==> src/hdl/markup_tag_strip_filter_unit_defines.svh <==
// assertion macros for the markup tag strip filter
`ifndef MARKUP_TAG_STRIP_FILTER_UNIT_DEFINES_SVH
`define MARKUP_TAG_STRIP_FILTER_UNIT_DEFINES_SVH

`ifndef SYNTHESIS
`define MTSF_ASSERT_IMPL(label, prop, msg) \
  label: assert property (@(posedge clk) disable iff (rst) (prop)) else $error(msg);
`define MTSF_ASSERT_NEXT(label, pre, post, msg) \
  label: assert property (@(posedge clk) disable iff (rst) (pre) |=> (post)) else $error(msg);
`else
`define MTSF_ASSERT_IMPL(label, prop, msg)
`define MTSF_ASSERT_NEXT(label, pre, post, msg)
`endif

`endif

==> src/hdl/mtsf_pkg.sv <==
// shared constants, types and the tag rendering function of the tag strip filter
`default_nettype none

package mtsf_pkg;

  localparam int TAG_CAPACITY = 20;
  localparam int LEN_W = 5;

  localparam logic [7:0] CH_LT    = 8'h3C;
  localparam logic [7:0] CH_GT    = 8'h3E;
  localparam logic [7:0] CH_R     = 8'h52;
  localparam logic [7:0] CH_F_UP  = 8'h46;
  localparam logic [7:0] CH_F_LO  = 8'h66;
  localparam logic [7:0] CH_C     = 8'h43;
  localparam logic [7:0] CH_A     = 8'h41;
  localparam logic [7:0] CH_G     = 8'h47;
  localparam logic [7:0] CH_L     = 8'h4C;
  localparam logic [7:0] CH_N     = 8'h4E;
  localparam logic [7:0] CH_M     = 8'h4D;
  localparam logic [7:0] CH_SPACE = 8'h20;
  localparam logic [7:0] CH_OPEN  = 8'h28;
  localparam logic [7:0] CH_CLOSE = 8'h29;
  localparam logic [7:0] CH_NL    = 8'h0A;
  localparam logic [7:0] CH_ZERO  = 8'h30;
  localparam logic [7:0] CH_NINE  = 8'h39;

  typedef struct packed {
    logic [1:0] count;
    logic [7:0] b0;
    logic [7:0] b1;
  } rend_t;

  // output bytes for a closed tag, count 0 when the tag has no rendering
  function automatic rend_t render_tag(input logic [7:0] first, input logic [7:0] second,
                                       input logic [7:0] num);
    rend_t r;
    r = '{count: 2'd0, b0: 8'h00, b1: 8'h00};
    if (first == CH_R) begin
      if (second == CH_F_UP) begin
        r = '{count: 2'd2, b0: CH_SPACE, b1: CH_OPEN};
      end else if (second == CH_F_LO) begin
        r = '{count: 2'd2, b0: CH_CLOSE, b1: CH_SPACE};
      end
    end else if (first == CH_C) begin
      case (second)
        CH_A: r = '{count: 2'd1, b0: num, b1: 8'h00};
        CH_G: r = '{count: 2'd1, b0: CH_GT, b1: 8'h00};
        CH_L, CH_N: r = '{count: 2'd1, b0: CH_NL, b1: 8'h00};
        CH_M: r = '{count: 2'd2, b0: CH_NL, b1: CH_NL};
        default: r = '{count: 2'd0, b0: 8'h00, b1: 8'h00};
      endcase
    end
    return r;
  endfunction

endpackage

`default_nettype wire

==> src/hdl/markup_tag_strip_filter_unit.sv <==
// a result beat is registered and appears in the cycle after its input beat is accepted
// throughput: one byte per cycle while the output is not stalled; a two-byte rendering holds
// the input while its second byte waits in the pending register
// a byte that opens, fills or drops a tag produces no beat
// reset (rst, synchronous, active high) leaves the block outside any tag, outputs empty
`default_nettype none
`include "markup_tag_strip_filter_unit_defines.svh"

module markup_tag_strip_filter_unit #(
  parameter int TAG_CAPACITY = mtsf_pkg::TAG_CAPACITY
) (
  input  wire logic       clk,
  input  wire logic       rst,
  input  wire logic       s_tvalid,
  output logic            s_tready,
  input  wire logic [7:0] s_tdata,   // [7:0] in_byte
  output logic            m_tvalid,
  input  wire logic       m_tready,
  output logic [7:0]      m_tdata,   // [7:0] out_byte
  output logic            m_tlast    // last_of_run
);

  localparam logic [mtsf_pkg::LEN_W-1:0] CAP = mtsf_pkg::LEN_W'(TAG_CAPACITY);

  // tag state
  logic                       inside_tag, inside_tag_next;
  logic [7:0]                 tag_first_char, tag_first_char_next;
  logic [7:0]                 tag_second_char, tag_second_char_next;
  logic [mtsf_pkg::LEN_W-1:0] tag_length, tag_length_next;
  logic [7:0]                 number_accum, number_accum_next;
  logic                       digits_open, digits_open_next;

  // result register and pending second byte
  logic       out_valid, out_valid_next;
  logic [7:0] out_byte, out_byte_next;
  logic       out_last, out_last_next;
  logic       pend_valid, pend_valid_next;
  logic [7:0] pend_byte, pend_byte_next;

  logic            accept;
  logic            take;
  mtsf_pkg::rend_t rend;
  logic            is_digit;

  assign take     = out_valid && m_tready;
  assign s_tready = !pend_valid && (!out_valid || m_tready);
  assign accept   = s_tvalid && s_tready;
  assign m_tvalid = out_valid;
  assign m_tdata  = out_byte;
  assign m_tlast  = out_last;

  assign is_digit = (s_tdata >= mtsf_pkg::CH_ZERO) && (s_tdata <= mtsf_pkg::CH_NINE);

  // per-byte tag parsing and rendering
  always_comb begin
    inside_tag_next      = inside_tag;
    tag_first_char_next  = tag_first_char;
    tag_second_char_next = tag_second_char;
    tag_length_next      = tag_length;
    number_accum_next    = number_accum;
    digits_open_next     = digits_open;
    rend = '{count: 2'd0, b0: 8'h00, b1: 8'h00};

    if (s_tdata == mtsf_pkg::CH_LT) begin
      inside_tag_next      = 1'b1;
      tag_first_char_next  = 8'h00;
      tag_second_char_next = 8'h00;
      tag_length_next      = '0;
      number_accum_next    = 8'h00;
      digits_open_next     = 1'b1;
    end else if (s_tdata == mtsf_pkg::CH_GT) begin
      // stray close outside a tag is dropped
      if (inside_tag) begin
        inside_tag_next = 1'b0;
        rend = mtsf_pkg::render_tag(tag_first_char, tag_second_char, number_accum);
      end
    end else if (inside_tag) begin
      // characters past capacity are ignored
      if (tag_length < CAP) begin
        if (tag_length == '0) begin
          tag_first_char_next = s_tdata;
        end else if (tag_length == mtsf_pkg::LEN_W'(1)) begin
          tag_second_char_next = s_tdata;
        end else if (digits_open) begin
          if (is_digit) begin
            number_accum_next = (number_accum << 3) + (number_accum << 1)
                              + (s_tdata - mtsf_pkg::CH_ZERO);
          end else begin
            digits_open_next = 1'b0;
          end
        end
        tag_length_next = tag_length + mtsf_pkg::LEN_W'(1);
      end
    end else begin
      rend = '{count: 2'd1, b0: s_tdata, b1: 8'h00};
    end
  end

  // output register and pending byte movement
  always_comb begin
    out_valid_next  = out_valid && !take;
    out_byte_next   = out_byte;
    out_last_next   = out_last;
    pend_valid_next = pend_valid;
    pend_byte_next  = pend_byte;

    if (take && pend_valid) begin
      out_valid_next  = 1'b1;
      out_byte_next   = pend_byte;
      out_last_next   = 1'b1;
      pend_valid_next = 1'b0;
    end

    if (accept && (rend.count != 2'd0)) begin
      out_valid_next = 1'b1;
      out_byte_next  = rend.b0;
      out_last_next  = (rend.count == 2'd1);
      if (rend.count == 2'd2) begin
        pend_valid_next = 1'b1;
        pend_byte_next  = rend.b1;
      end
    end
  end

  // control and tag state
  always_ff @(posedge clk) begin
    if (rst) begin
      inside_tag      <= 1'b0;
      tag_first_char  <= 8'h00;
      tag_second_char <= 8'h00;
      tag_length      <= '0;
      number_accum    <= 8'h00;
      digits_open     <= 1'b1;
      out_valid       <= 1'b0;
      pend_valid      <= 1'b0;
    end else begin
      if (accept) begin
        inside_tag      <= inside_tag_next;
        tag_first_char  <= tag_first_char_next;
        tag_second_char <= tag_second_char_next;
        tag_length      <= tag_length_next;
        number_accum    <= number_accum_next;
        digits_open     <= digits_open_next;
      end
      out_valid  <= out_valid_next;
      pend_valid <= pend_valid_next;
    end
  end

  // payload registers
  always_ff @(posedge clk) begin
    out_byte  <= out_byte_next;
    out_last  <= out_last_next;
    pend_byte <= pend_byte_next;
  end

  // checks
  `MTSF_ASSERT_IMPL(a_pend_has_out, !pend_valid || out_valid, "pending byte without output beat")
  `MTSF_ASSERT_IMPL(a_pend_blocks, !pend_valid || !s_tready, "input taken while byte pending")
  `MTSF_ASSERT_IMPL(a_len_cap, tag_length <= CAP, "tag length past capacity")
  `MTSF_ASSERT_NEXT(a_open_tag, accept && (s_tdata == mtsf_pkg::CH_LT), inside_tag && (tag_length == '0), "open bracket did not restart tag")

endmodule

`default_nettype wire
==> config.mk <==
export PLATFORM = sky130hd
export DESIGN_NAME = markup_tag_strip_filter_unit
export DESIGN_NICKNAME = d
export VERILOG_FILES = /design/src/hdl/mtsf_pkg.sv /design/src/hdl/markup_tag_strip_filter_unit.sv
export VERILOG_INCLUDE_DIRS = /design/src /design/src/hdl
export SDC_FILE = /design/constraint.sdc
export NUM_CORES = 1
export LEC_CHECK = 0
export BUFFER_PORTS_ARGS = -buffer_cell sky130_fd_sc_hd__buf_4
export CAP_MARGIN = 20
export CORE_AREA = 2 2 77 60
export DETAILED_ROUTE_END_ITERATION = 10
export DIE_AREA = 0 0 79 62
export PLACE_DENSITY = 0.86
export SLEW_MARGIN = 30
export SYNTH_ARGS = -nofsm -noshare
export SYNTH_HDL_FRONTEND = slang
export SYNTH_SLANG_ARGS = --single-unit
==> constraint.sdc <==
create_clock -name clk -period 6.2 [get_ports clk]
set_input_delay 0.62 -clock clk [delete_from_list [all_inputs] [get_ports clk]]
set_output_delay 0.62 -clock clk [all_outputs]
set_load 0.005 [all_outputs]
## Yosys cells after proc, flatten, opt, wreduce, memory -nomap -nowiden

Cells that the tools add are included.

- Flip-flop bits (word level): 50
- Bits of input ports: 12
- Output and inout bits: 11
- Logic and storage cells: 115

- $add $sub $neg: 4
- Magnitude comparators: 3
- Eq/ne operators: 17
- Mux-type cells: 51
- Reductions and logical operators: 29

Operators with widths:

| kind | count |
|---|---|
| $mux W8 | 21 |
| $mux W18 | 7 |
| $eq A8 B7 Y1 const B | 9 |
| $pmux W18 S4 | 1 |
| $mux W5 | 4 |
| $reduce_bool A2 Y1 | 9 |
| $mux W1 | 17 |
| $mux W17 | 1 |
| $add A8 B8 Y8 | 2 |
| $eq A8 B6 Y1 const B | 2 |
| $reduce_and A6 Y1 | 2 |
| $ge A8 B6 Y1 const B | 1 |
| $le A8 B6 Y1 const B | 1 |
| $reduce_and A8 Y1 | 1 |
| $sub A8 B6 Y8 const B | 1 |
| $logic_and A1 B1 Y1 | 7 |
| $ne A2 B2 Y1 const B | 3 |
| $add A5 B1 Y5 const B | 1 |
| $eq A5 B1 Y1 const B | 1 |
| $logic_not A5 Y1 | 1 |
| $lt A5 B5 Y1 const B | 1 |
| $reduce_and A5 Y1 | 1 |
| $reduce_and A2 Y1 | 2 |
| $reduce_and A4 Y1 | 1 |
| other kinds (5) | 7 |

## Longest topological paths before layout

Gate-level depths: netlist (run 1).

- Depth after elaboration: 11
- Mapped depth: 10
- Mapped depth without buffers: 10

## Worst setup path after synthesis (run 1)

No wires, ideal clock.

- Path kind: input -> register
- Start: input port s_tdata[3]
- End: register number_accum[7]
- Arrival: 2.510 ns
- Data required time: 6.083 ns
- Slack: 3.573 ns
- Stages: 9
- Cell sequence: fa_1 -> inv_1 -> fa_1 -> fa_1 -> inv_1 -> a21o_1 -> a21oi_1 -> xnor2_1 -> a22o_1

- Cells in the longest elaborated chain, start to end: 10
- Elaborated cells on any way between the ends: 23

RTL lines:

| what | line | text |
|---|---|---|
| from (decl) | markup_tag_strip_filter_unit.sv:16 | `input wire logic [7:0] s_tdata,` |
| $sub A8 B6 Y8 | markup_tag_strip_filter_unit.sv:87 | `+ (s_tdata - mtsf_pkg::CH_ZERO);` |
| $add A8 B8 Y8 | markup_tag_strip_filter_unit.sv:87 |  |
| $mux W8 | markup_tag_strip_filter_unit.sv:85 | `if (is_digit) begin` |
| $mux W8 | markup_tag_strip_filter_unit.sv:84 | `end else if (digits_open) begin` |
| $mux W8 | markup_tag_strip_filter_unit.sv:82 | `end else if (tag_length == mtsf_pkg::LEN_W'(1)) begin` |
| $mux W8 | markup_tag_strip_filter_unit.sv:80 | `if (tag_length == '0) begin` |
| $mux W8 | markup_tag_strip_filter_unit.sv:79 | `if (tag_length < CAP) begin` |
| $mux W8 | markup_tag_strip_filter_unit.sv:77 | `end else if (inside_tag) begin` |
| $mux W8 | markup_tag_strip_filter_unit.sv:71 | `end else if (s_tdata == mtsf_pkg::CH_GT) begin` |
| $mux W8 | markup_tag_strip_filter_unit.sv:64 | `if (s_tdata == mtsf_pkg::CH_LT) begin` |
| to (signal assigned) | markup_tag_strip_filter_unit.sv:142 | `number_accum <= number_accum_next;` |
| to (decl) | markup_tag_strip_filter_unit.sv:30 | `logic [7:0] number_accum, number_accum_next;` |

Several ways; a longest one is shown, not always the timed one. The select of a mux whose other input is x is not followed.
A chain may end at the register's enable or synchronous reset.

## Worst setup path after layout (run 1)

- Start: input port s_tdata[6]
- End: register tag_second_char[4]

- Cells in the longest elaborated chain, start to end: 3
- Elaborated cells on any way between the ends: 9

RTL lines:

| what | line | text |
|---|---|---|
| $eq A8 B6 Y1, on equally long branches | markup_tag_strip_filter_unit.sv:64, markup_tag_strip_filter_unit.sv:71 |  |
| $ne A2 B2 Y1 (no line) / $reduce_bool A2 Y1 (equally long branches) | n/a |  |
| $reduce_and A6 Y1 (no line) | n/a |  |
| to (signal assigned) | markup_tag_strip_filter_unit.sv:140 | `tag_second_char <= tag_second_char_next;` |
| to (decl) | markup_tag_strip_filter_unit.sv:28 | `logic [7:0] tag_second_char, tag_second_char_next;` |

Several ways; a longest one is shown, not always the timed one.

==> reports/qor.txt, run 1 <==
=================================================================================
Number of unique standard cell types used by synthesis .............           49
Sequential share of the synthesized area ...........................        39.6%
Reported max-cap violation count ...................................            0
Count of vias placed by the detailed router ........................         2045
Clock share of power ...............................................        32.6%
Synthesis Warnings .................................................            0
Worst hold-check path type ......................................... register to register
Average via count per standard cell ................................         5.79
Final antenna diode count ..........................................            0
Sw Pwr .............................................................   0.000123 W
Fin Clk Skew .......................................................   0.00427 ns
Synthesis-to-finish area growth ....................................        11.0%
Root buf cell ......................................................     clkbuf_8
Critical Path Max Stage Delay ......................................      0.84 ns
Clock sink total ...................................................           45
Netlist area before placement ......................................  0.00258 mm²
Remaining DRCs .....................................................            0
Wire length per cell after detailed routing ........................      15.8 µm
Worst setup path category .......................................... input pin to register
Slowest cell on the critical path ..................................     a21boi_1
Maximum buffer depth of the clock tree .............................            2
Placer's final routability congestion estimate .....................        0.977
Clock insertion delay at the later pin of the skew report ..........      0.30 ns
Clock period minus final worst setup slack .........................      2.84 ns
Post-cts sizing count ..............................................            0
GRT Util Overall ...................................................        24.4%
Quantity of I/O buffers inserted on ports ..........................           22
Hold Violations, Final .............................................            0
Arr. time, crit path ...............................................      3.03 ns
Achievable frequency ...............................................    0.352 GHz
Max H-tree Level ...................................................            2
Count of nets after finishing ......................................          326
WP data required ...................................................      6.39 ns
Critical path capture point type ...................................     register
Setup TNS after final layout .......................................         0 ns
Wire length of the first global-routing pass .......................      9080 µm
Post-synth ARST share ..............................................           0%
Unrepaired setup endpoints after global routing ....................           no
Main flop type after synthesis .....................................      dfxtp_1
Post-placement setup slack .........................................      3.06 ns
Number of nets with antenna violations after routing ...............            0
Outcome ............................................................    completed
Worst path bufs/invs ...............................................            1
Leakage ............................................................      1.15 nW
Relative max-transition margin .....................................        34.7%
Slew Limit Fails ...................................................            0
Fraction of layout instances using a drive strength above 1 ........        11.8%
DIE AREA ...........................................................  0.00490 mm²
Internal portion of total power ....................................   0.000407 W
Detailed-router iteration count before antenna repair ..............            5
Clock buffers created by TritonCTS .................................            5
Least-Margin Pin Slew ..............................................     0.977 ns
Leading cell types in the layout, fill and taps excluded ........... 38 x nor2_1, 33 x dfxtp_1, 22 x inv_1, 22 x buf_4, 17 x mux2i_1
Vias in the first global route .....................................         1904
Vert. Die Dim ......................................................        62 µm
Count of flip-flops with a built-in enable after synthesis .........           12
Critical path launch point type ....................................    input pin
Initial core utilization ...........................................        60.5%
Setup Buffers After CTS ............................................            0
Max Fanout on Critical Path ........................................            9
Post-synthesis net count ...........................................          306
Register share of total power ......................................        58.0%
Floorplan Core Area ................................................  0.00426 mm²
First DRT Iteration DRCs ...........................................          186
Placed cell count ..................................................          345
Routed Wire Length .................................................      5560 µm
Switching Fraction .................................................        23.2%
Top cell family by delay on the critical path ...................... compound AO/OA/AOI/OAI gates
Die width ..........................................................        79 µm
Avg Synthesized Cell Area ..........................................     9.37 µm²
Setup-failing EPs final ............................................            0
Clock slew seen by the registers of the worst setup and hold paths .      0.08 ns
Total power per unit cell area .....................................   185 mW/mm²
Post-Syn Instances .................................................          275
Most common cell after layout, fill and taps aside .................       nor2_1
I/O pin count ......................................................           23
Cell Rows ..........................................................           21
Combinational Power Share ..........................................         9.4%
Number of buffers inserted by hold repair at cts ...................            0
Part of the cycle the worst path needs .............................        45.8%
Number of non-filler instances in the completed layout .............          353
Pin count of the biggest net entering global routing ...............           26
TritonCTS clock tree ...............................................         done
Initial antenna violation count ....................................            0
FF+latch count, synth ..............................................           45
Worst voltage drop across the vdd grid .............................     0.128 mV
Cells along the critical path ...................................... buf_4 > nand4bb_4 > or3_1 > a21oi_2 > a21boi_1 > mux2i_1 > nor2_1
Gr ovfl total ......................................................            0
Placed wire-length estimate after detailed placement ...............      4340 µm
Post-route worst setup slack .......................................      3.36 ns
=================================================================================
final cells by class:
type	count	area, µm²
fillers	346	1400
clock inverters	1	5.00
inverters	22	82.6
multi-input cells	199	1440
well taps	57	71.3
repair buffers	22	165
flip-flops and latches	45	1020
clock buffers	7	76.3
power by group through the flow:
stage                     Sequential, W  Combinational [W]  Clock (W)
after global routing           0.000307          0.0000546   0.000190
after detailed placement       0.000314          0.0000496          0
final                          0.000307          0.0000498   0.000173
after CTS                      0.000307          0.0000498   0.000175
after global placement         0.000314          0.0000478          0
after floorplan                0.000314          0.0000268          0
synth_stat cells, types with 2 or more instances:
cell type | count | area share, %
o21ai_0 | 14 | 2.7
a31oi_1 | 2 | 0.49
xor2_1 | 3 | 1.0
nor3_1 | 9 | 1.7
a22o_1 | 8 | 2.7
nand3b_1 | 2 | 0.58
a21o_1 | 2 | 0.58
edfxtp_1 | 12 | 14
xnor2_1 | 7 | 2.4
a41oi_1 | 2 | 0.68
a21oi_1 | 15 | 2.9
inv_1 | 22 | 3.2
nand2b_1 | 4 | 0.97
nand2_1 | 16 | 2.3
fa_1 | 5 | 3.9
mux2i_1 | 17 | 6.6
clkbuf_1 | 7 | 1.0
and2_1 | 4 | 0.97
o31ai_1 | 3 | 0.87
mux2_1 | 3 | 1.3
o21a_1 | 3 | 0.87
dfxtp_1 | 33 | 26
nand3_1 | 4 | 0.78
o211ai_1 | 2 | 0.58
ha_1 | 14 | 6.8
or3_1 | 2 | 0.49
nor2_1 | 38 | 5.5
flip-flops by register name, summed over array words and instances (netlist names):
name,count
tag_first_char,8
digits_open,1
inside_tag,1
m_tvalid,1
number_accum,8
m_tlast,1
pend_valid,1
tag_second_char,8
tag_length,5
m_tdata,8
pend_byte,3
metrics by stage:
step,total power (W),hold slack [ns],util (%),cell area [µm²]
after detailed placement,0.000364,0.441,65.3,2780
after CTS,0.000531,0.453,67.2,2860
final,0.000530,0.460,67.2,2860
after global placement,0.000361,0.439,65.2,2770
after global routing,0.000552,0.484,67.2,2860
after floorplan,0.000341,0.422,-,2580
metal layers:
layer	vias to the layer above	GRT usage, %	wire, µm
met5	-	0	0
met4	0	5.67	41
met1	965	32.5	2520
met3	5	6.07	445
li1	1002	-	-
met2	73	41.2	2560
path summary, 6_finish.rpt:
check	from	to	slack [ns]	cells past startpoint
setup / recovery	s_tdata[6]	tag_second_char[4]	3.36	7
hold / removal	digits_open	digits_open	0.46	2
setup reg to reg	tag_length[2]	tag_second_char[4]	3.64	6
hold reg to reg	digits_open	digits_open	0.46	2
worst reg2reg max path, delay by kind of cell, from the launching register on:
kind	cells	cell delay [ns]
multiplexers	1	0.30
AO/OA/AOI/OAI	4	1.74
flip-flops	1	0.36
AND/OR/NAND/NOR	1	0.05
kinds of logic after synthesis:
kind of cell	share of synthesized area, %
fa+ha+maj	10.7
flops	39.6
simple gates	18.4
buf+inv	4.71
mux	7.92
compound gates	15.3
xor+xnor	3.40
Note: power is estimated with default switching activity, not from simulation.
==> inputs of run 2 (changes only) <==
- CORE_AREA: 2 2 77 60 -> 2 2 84 66
- DIE_AREA: 0 0 79 62 -> 0 0 86 68
- PLACE_DENSITY: 0.86 -> 0.76
- clock period: 6.2 -> 2.6 ns (I/O delays scaled with it)
==> reports/qor.txt, run 2 (synthesized netlist as in run 1, its figures left out) <==
=================================================================================
Outcome ............................................................    completed   unchanged
Count of nets after finishing ......................................          333   was 326
Worst hold-check path type ......................................... input pin to register   was register to register
WP data required ...................................................      2.80 ns   was 6.39 ns
Initial antenna violation count ....................................            0   unchanged
Wire length of the first global-routing pass .......................      9240 µm   was 9080 µm
Clock period minus final worst setup slack .........................      2.42 ns
Floorplan Core Area ................................................  0.00509 mm²   was 0.00426 mm²
Pin count of the biggest net entering global routing ...............           26   unchanged
Average via count per standard cell ................................         5.47   was 5.79
Setup TNS after final layout .......................................         0 ns   unchanged
Initial core utilization ...........................................        50.6%   was 60.5%
Wire length per cell after detailed routing ........................      15.5 µm   was 15.8 µm
Max H-tree Level ...................................................            2   unchanged
Remaining DRCs .....................................................            0   unchanged
Least-Margin Pin Slew ..............................................     0.757 ns   was 0.977 ns
Fillcell total .....................................................          489   was 346
Slew Limit Fails ...................................................            0   unchanged
Count of vias placed by the detailed router ........................         1998   was 2045
Final antenna diode count ..........................................            0   unchanged
Maximum buffer depth of the clock tree .............................            2   unchanged
Clock sink total ...................................................           45   unchanged
Placer's final routability congestion estimate .....................        0.913   was 0.977
Fin Clk Skew .......................................................   0.00587 ns   was 0.00427 ns
Part of the cycle the worst path needs .............................        93.2%
Clock insertion delay at the later pin of the skew report ..........      0.30 ns   about the same
Placed wire-length estimate after detailed placement ...............      4330 µm   was 4340 µm
Number of buffers inserted by hold repair at cts ...................            0   unchanged
Max Fanout on Critical Path ........................................            3   was 9
Post-cts sizing count ..............................................            0   unchanged
Number of nets with antenna violations after routing ...............            0   unchanged
Achievable frequency ...............................................    0.413 GHz
Vert. Die Dim ......................................................        68 µm   was 62 µm
First DRT Iteration DRCs ...........................................          121   was 186
Critical path launch point type ....................................     register   was input pin
Path depth of the worst reg2reg path ...............................            9   was 6
Die width ..........................................................        86 µm   was 79 µm
Most common cell after layout, fill and taps aside .................       nor2_1   unchanged
Setup-failing EPs final ............................................            0   unchanged
Gr ovfl total ......................................................            0   unchanged
Relative max-transition margin .....................................        49.2%   was 34.7%
GRT Util Overall ...................................................        21.2%   was 24.4%
Leading cell types in the layout, fill and taps excluded ........... 38 x nor2_1, 31 x dfxtp_1, 29 x buf_4   was 38 x nor2_1, 33 x dfxtp_1, 22 x inv_1, 22 x buf_4, 17 x mux2i_1
Cell depth of the worst hold path ..................................            3   was 2
Hold Violations, Final .............................................            0   unchanged
Total power per unit cell area .....................................   439 mW/mm²   was 185 mW/mm²
Synthesis-to-finish area growth ....................................        13.6%   was 11.0%
Root buf cell ......................................................     clkbuf_8   unchanged
Reported max-cap violation count ...................................            0   unchanged
Detailed-router iteration count before antenna repair ..............            4   was 5
Worst hold margin ..................................................     0.250 ns   was 0.460 ns
Number of non-filler instances in the completed layout .............          365   was 353
Leakage ............................................................      1.19 nW   was 1.15 nW
Vias in the first global route .....................................         1847   was 1904
DIE AREA ...........................................................  0.00585 mm²   was 0.00490 mm²
Worst voltage drop across the vdd grid .............................     0.243 mV   was 0.128 mV
Clock buffers created by TritonCTS .................................            5   unchanged
Worst setup path category .......................................... register to register   was input pin to register
TritonCTS clock tree ...............................................         done   unchanged
Critical path capture point type ...................................     register   unchanged
Clock slew seen by the registers of the worst setup and hold paths .      0.08 ns   about the same
Setup Buffers After CTS ............................................            0   unchanged
Fraction of layout instances using a drive strength above 1 ........        15.2%   was 11.8%
Unrepaired setup endpoints after global routing ....................           no   unchanged
Placed cell count ..................................................          357   was 345
Arr. time, crit path ...............................................      2.63 ns   was 3.03 ns
Quantity of I/O buffers inserted on ports ..........................           22   unchanged
Cell Rows ..........................................................           23   was 21
I/O pin count ......................................................           23   unchanged
Routed Wire Length .................................................      5650 µm   was 5560 µm
=================================================================================
-- run 2: layout make-up --
cell class	count	area, µm²	share of cell area [%]
multi-input combinational	199	1440	49.2
sequential	45	1020	35.0
timing repair buffer	29	218	7.44
inverter	22	82.6	2.82
tap	62	77.6	2.65
clock buffer	5	68.8	2.35
clock inverter	3	17.5	0.599
-- run 2: per-layer routing --
layer	part of all wire, %	track usage (%)
met5	0	0
met4	1.4	7.14
met3	6.8	5.91
met2	42	32.8
met1	50	28.8
-- run 2: path summary, 6_finish.rpt --
path | from | endpoint | slack (ns)
worst max-delay path | number_accum[1] | number_accum[7] | 0.18
worst min-delay path | s_tdata[6] | tag_second_char[6] | 0.25
worst max register to register | number_accum[1] | number_accum[7] | 0.18
worst min register to register | digits_open | digits_open | 0.47
-- run 2: report_power, final --
part           switching, W  total [W]  internal, W  leakage (nW)
Sequential       0.00000351   0.000732     0.000728         0.371
Clock              0.000246   0.000432     0.000186        0.0439
Combinational     0.0000675   0.000122    0.0000545         0.779
-- run 2: critical path, cell delays in order, from the launching register on --
cell     delay (ns)
dfxtp_1        0.38
inv_1          0.08
ha_1           0.29
fa_1           0.51
fa_1           0.47
inv_1          0.08
a21o_1         0.12
a21oi_1        0.07
xnor2_1        0.13
a22o_1         0.19
-- run 2: stage by stage --
step | setup WS, ns | utilization (%) | total power (W) | cell area (µm²)
floorplan | 0.274 | - | 0.000813 | 2580
global placement | 0.160 | 55.6 | 0.000866 | 2830
detailed placement | 0.110 | 55.7 | 0.000870 | 2840
CTS | 0.117 | 57.4 | 0.00130 | 2920
global route | 0.0492 | 57.5 | 0.00133 | 2930
finish | 0.178 | 57.5 | 0.00129 | 2930
==> inputs of run 3 (changes only) <==
- CORE_AREA: 2 2 84 66 -> 2 2 86 68
- DIE_AREA: 0 0 86 68 -> 0 0 88 70
- PLACE_DENSITY: 0.76 -> 0.73
- SETUP_SLACK_MARGIN: not set -> 0.5
- SLEW_MARGIN: 30 -> not set
==> reports/qor.txt, run 3 (synthesized netlist as in run 1, its figures left out) <==
=================================================================================
Maximum buffer depth of the clock tree .............................            2   unchanged
Least-Margin Pin Slew ..............................................     0.614 ns   was 0.757 ns
TritonCTS clock tree ...............................................         done   unchanged
Post-placement setup slack .........................................     0.192 ns   was 0.110 ns
Slew Limit Fails ...................................................            0   unchanged
Initial antenna violation count ....................................            0   unchanged
DIE AREA ...........................................................  0.00616 mm²   was 0.00585 mm²
Gr ovfl total ......................................................            0   unchanged
Pin count of the biggest net entering global routing ...............           26   unchanged
End of the worst register-to-register path .........................   m_tdata[5]   was number_accum[7]
Die width ..........................................................        88 µm   was 86 µm
Remaining DRCs .....................................................            0   unchanged
Count of vias placed by the detailed router ........................         2118   was 1998
Wire length per cell after detailed routing ........................      15.5 µm   about the same
Placer's final routability congestion estimate .....................        0.930   was 0.913
Most common cell after layout, fill and taps aside .................       nor2_1   unchanged
Cell depth of the worst hold path ..................................            3   unchanged
Count of nets after finishing ......................................          343   was 333
Placed inst area ...................................................  0.00291 mm²   was 0.00284 mm²
Achievable frequency ...............................................    0.442 GHz   was 0.413 GHz
Initial core utilization ...........................................        47.4%   was 50.6%
Vert. Die Dim ......................................................        70 µm   was 68 µm
Fraction of layout instances using a drive strength above 1 ........        26.8%   was 15.2%
Detailed-router iteration count before antenna repair ..............            4   unchanged
GRT Util Overall ...................................................        20.8%   was 21.2%
Leading cell types in the layout, fill and taps excluded ........... 36 x nor2_1, 34 x buf_4, 29 x dfxtp_1   was 38 x nor2_1, 31 x dfxtp_1, 29 x buf_4
End point of the worst hold path ................................... tag_second_char[6]   unchanged
Timing startpoint of the critical path ............................. tag_second_char[7]   was number_accum[1]
I/O pin count ......................................................           23   unchanged
Arr. time, crit path ...............................................      2.32 ns   was 2.63 ns
Part of the cycle the worst path needs .............................        87.0%   was 93.2%
Vias in the first global route .....................................         2088   was 1847
Path depth of the worst reg2reg path ...............................            6   was 9
Reported max-cap violation count ...................................            0   unchanged
Routed Wire Length .................................................      6070 µm   was 5650 µm
Hold Violations, Final .............................................            0   unchanged
Setup slack of the worst register-to-register path .................      0.34 ns   was 0.18 ns
Wire length of the first global-routing pass .......................      9780 µm   was 9240 µm
Placed wire-length estimate after detailed placement ...............      4340 µm   was 4330 µm
Worst hold-check path type ......................................... input pin to register   unchanged
Clock slew seen by the registers of the worst setup and hold paths .      0.09 ns   was 0.08 ns
Final Cell Area ....................................................  0.00321 mm²   was 0.00293 mm²
Clock buffers created by TritonCTS .................................            5   unchanged
Root buf cell ......................................................     clkbuf_8   unchanged
Worst setup path category .......................................... register to register   unchanged
Worst Hold Launch ..................................................   s_tdata[6]   unchanged
Critical path capture point type ...................................     register   unchanged
Setup TNS after final layout .......................................         0 ns   unchanged
Number of nets with antenna violations after routing ...............            0   unchanged
Clock insertion delay at the later pin of the skew report ..........      0.30 ns   about the same
Cell Rows ..........................................................           24   was 23
Critical path launch point type ....................................     register   unchanged
Outcome ............................................................    completed   unchanged
Leakage ............................................................      1.26 nW   was 1.19 nW
First DRT Iteration DRCs ...........................................          167   was 121
Relative max-transition margin .....................................        58.7%   was 49.2%
Quantity of I/O buffers inserted on ports ..........................           22   unchanged
Clock period minus final worst setup slack .........................      2.26 ns   was 2.42 ns
Fin Clk Skew .......................................................   0.00954 ns   was 0.00587 ns
Final antenna diode count ..........................................            0   unchanged
Floorplan Core Area ................................................  0.00544 mm²   was 0.00509 mm²
WP data required ...................................................      2.66 ns   was 2.80 ns
Max H-tree Level ...................................................            2   unchanged
Worst R2R Start .................................................... tag_second_char[7]   was number_accum[1]
Average via count per standard cell ................................         5.42   was 5.47
Worst voltage drop across the vdd grid .............................     0.335 mV   was 0.243 mV
Max Fanout on Critical Path ........................................            7   was 3
Synthesis-to-finish area growth ....................................        24.4%   was 13.6%
Number of buffers inserted by hold repair at cts ...................            0   unchanged
Total power per unit cell area .....................................   403 mW/mm²   was 439 mW/mm²
Unrepaired setup endpoints after global routing ....................          yes   was no
Setup-failing EPs final ............................................            0   unchanged
Clock sink total ...................................................           45   unchanged
Post-route worst setup slack .......................................     0.338 ns   was 0.178 ns
=================================================================================
-- run 3: changes by cell type in the layout (fill, tap and decap cells not counted), moves of 3 or more --
cell / previous run / this run
ha_1: 14 / 10
buf_6: 0 / 4
a21oi_1: 15 / 9
ha_4: 0 / 4
inv_2: 0 / 6
mux2_4: 0 / 3
a21oi_2: 1 / 6
inv_1: 22 / 16
mux2_1: 3 / 0
buf_4: 29 / 34
-- run 3: worst max-delay path by stage --
stage                      endpoint  cells past startpoint
finish                   m_tdata[5]                      6
global route        number_accum[7]                     10
CTS                 number_accum[7]                     10
detailed placement  number_accum[7]                     10
global placement    number_accum[7]                     10
floorplan                m_tdata[1]                      6
-- run 3: repair_timing --
item,in CTS,in global routing
endpoints found under the hold margin,0,0
gates cloned,1,0
setup endpoints to repair,20,26
pin swaps,16,13
gates resized for setup,11,21
setup buffers,7,3
-- run 3: power by group --
part	total, W	internal (W)	switching [W]
registers	0.000730	0.000726	0.00000381
logic	0.000150	0.0000690	0.0000807
clock network	0.000412	0.000181	0.000231
-- run 3: worst max-delay path, cell delays in order, from the launching register on --
cell     delay [ns]
dfxtp_2        0.33
or3b_4         0.40
or2_1          0.23
or4_4          0.45
a21oi_4        0.16
o21ai_4        0.13
mux2_4         0.33
-- run 3: per-layer routing --
metal  track usage (%)  vias to the layer above  wire [µm]
met1              28.3                     1008       2800
met3              4.73                       10        343
met4              7.01                        0         71
met5                 0                        -          0
li1                  -                     1040          -
met2              32.6                       60       2850
-- run 3: area by class of cell --
type | instances | area (µm²)
clock buffer | 5 | 68.8
clock inverter | 3 | 12.5
fill | 456 | 2230
inverter | 22 | 82.6
multi-input combinational | 200 | 1610
sequential | 45 | 1030
tap | 78 | 97.6
timing repair buffer | 38 | 300
-- run 3: through the flow --
step	instances	hold WS [ns]	total power [W]	utilization (%)
2_1_floorplan	275	0.404	0.000819	-
3_3_place_gp	372	0.447	0.000873	53.6
3_5_place_dp	372	0.452	0.000876	53.6
4_1_cts	388	0.246	0.00129	57.1
5_1_grt	391	0.262	0.00134	59.0
6_report	391	0.247	0.00129	59.0
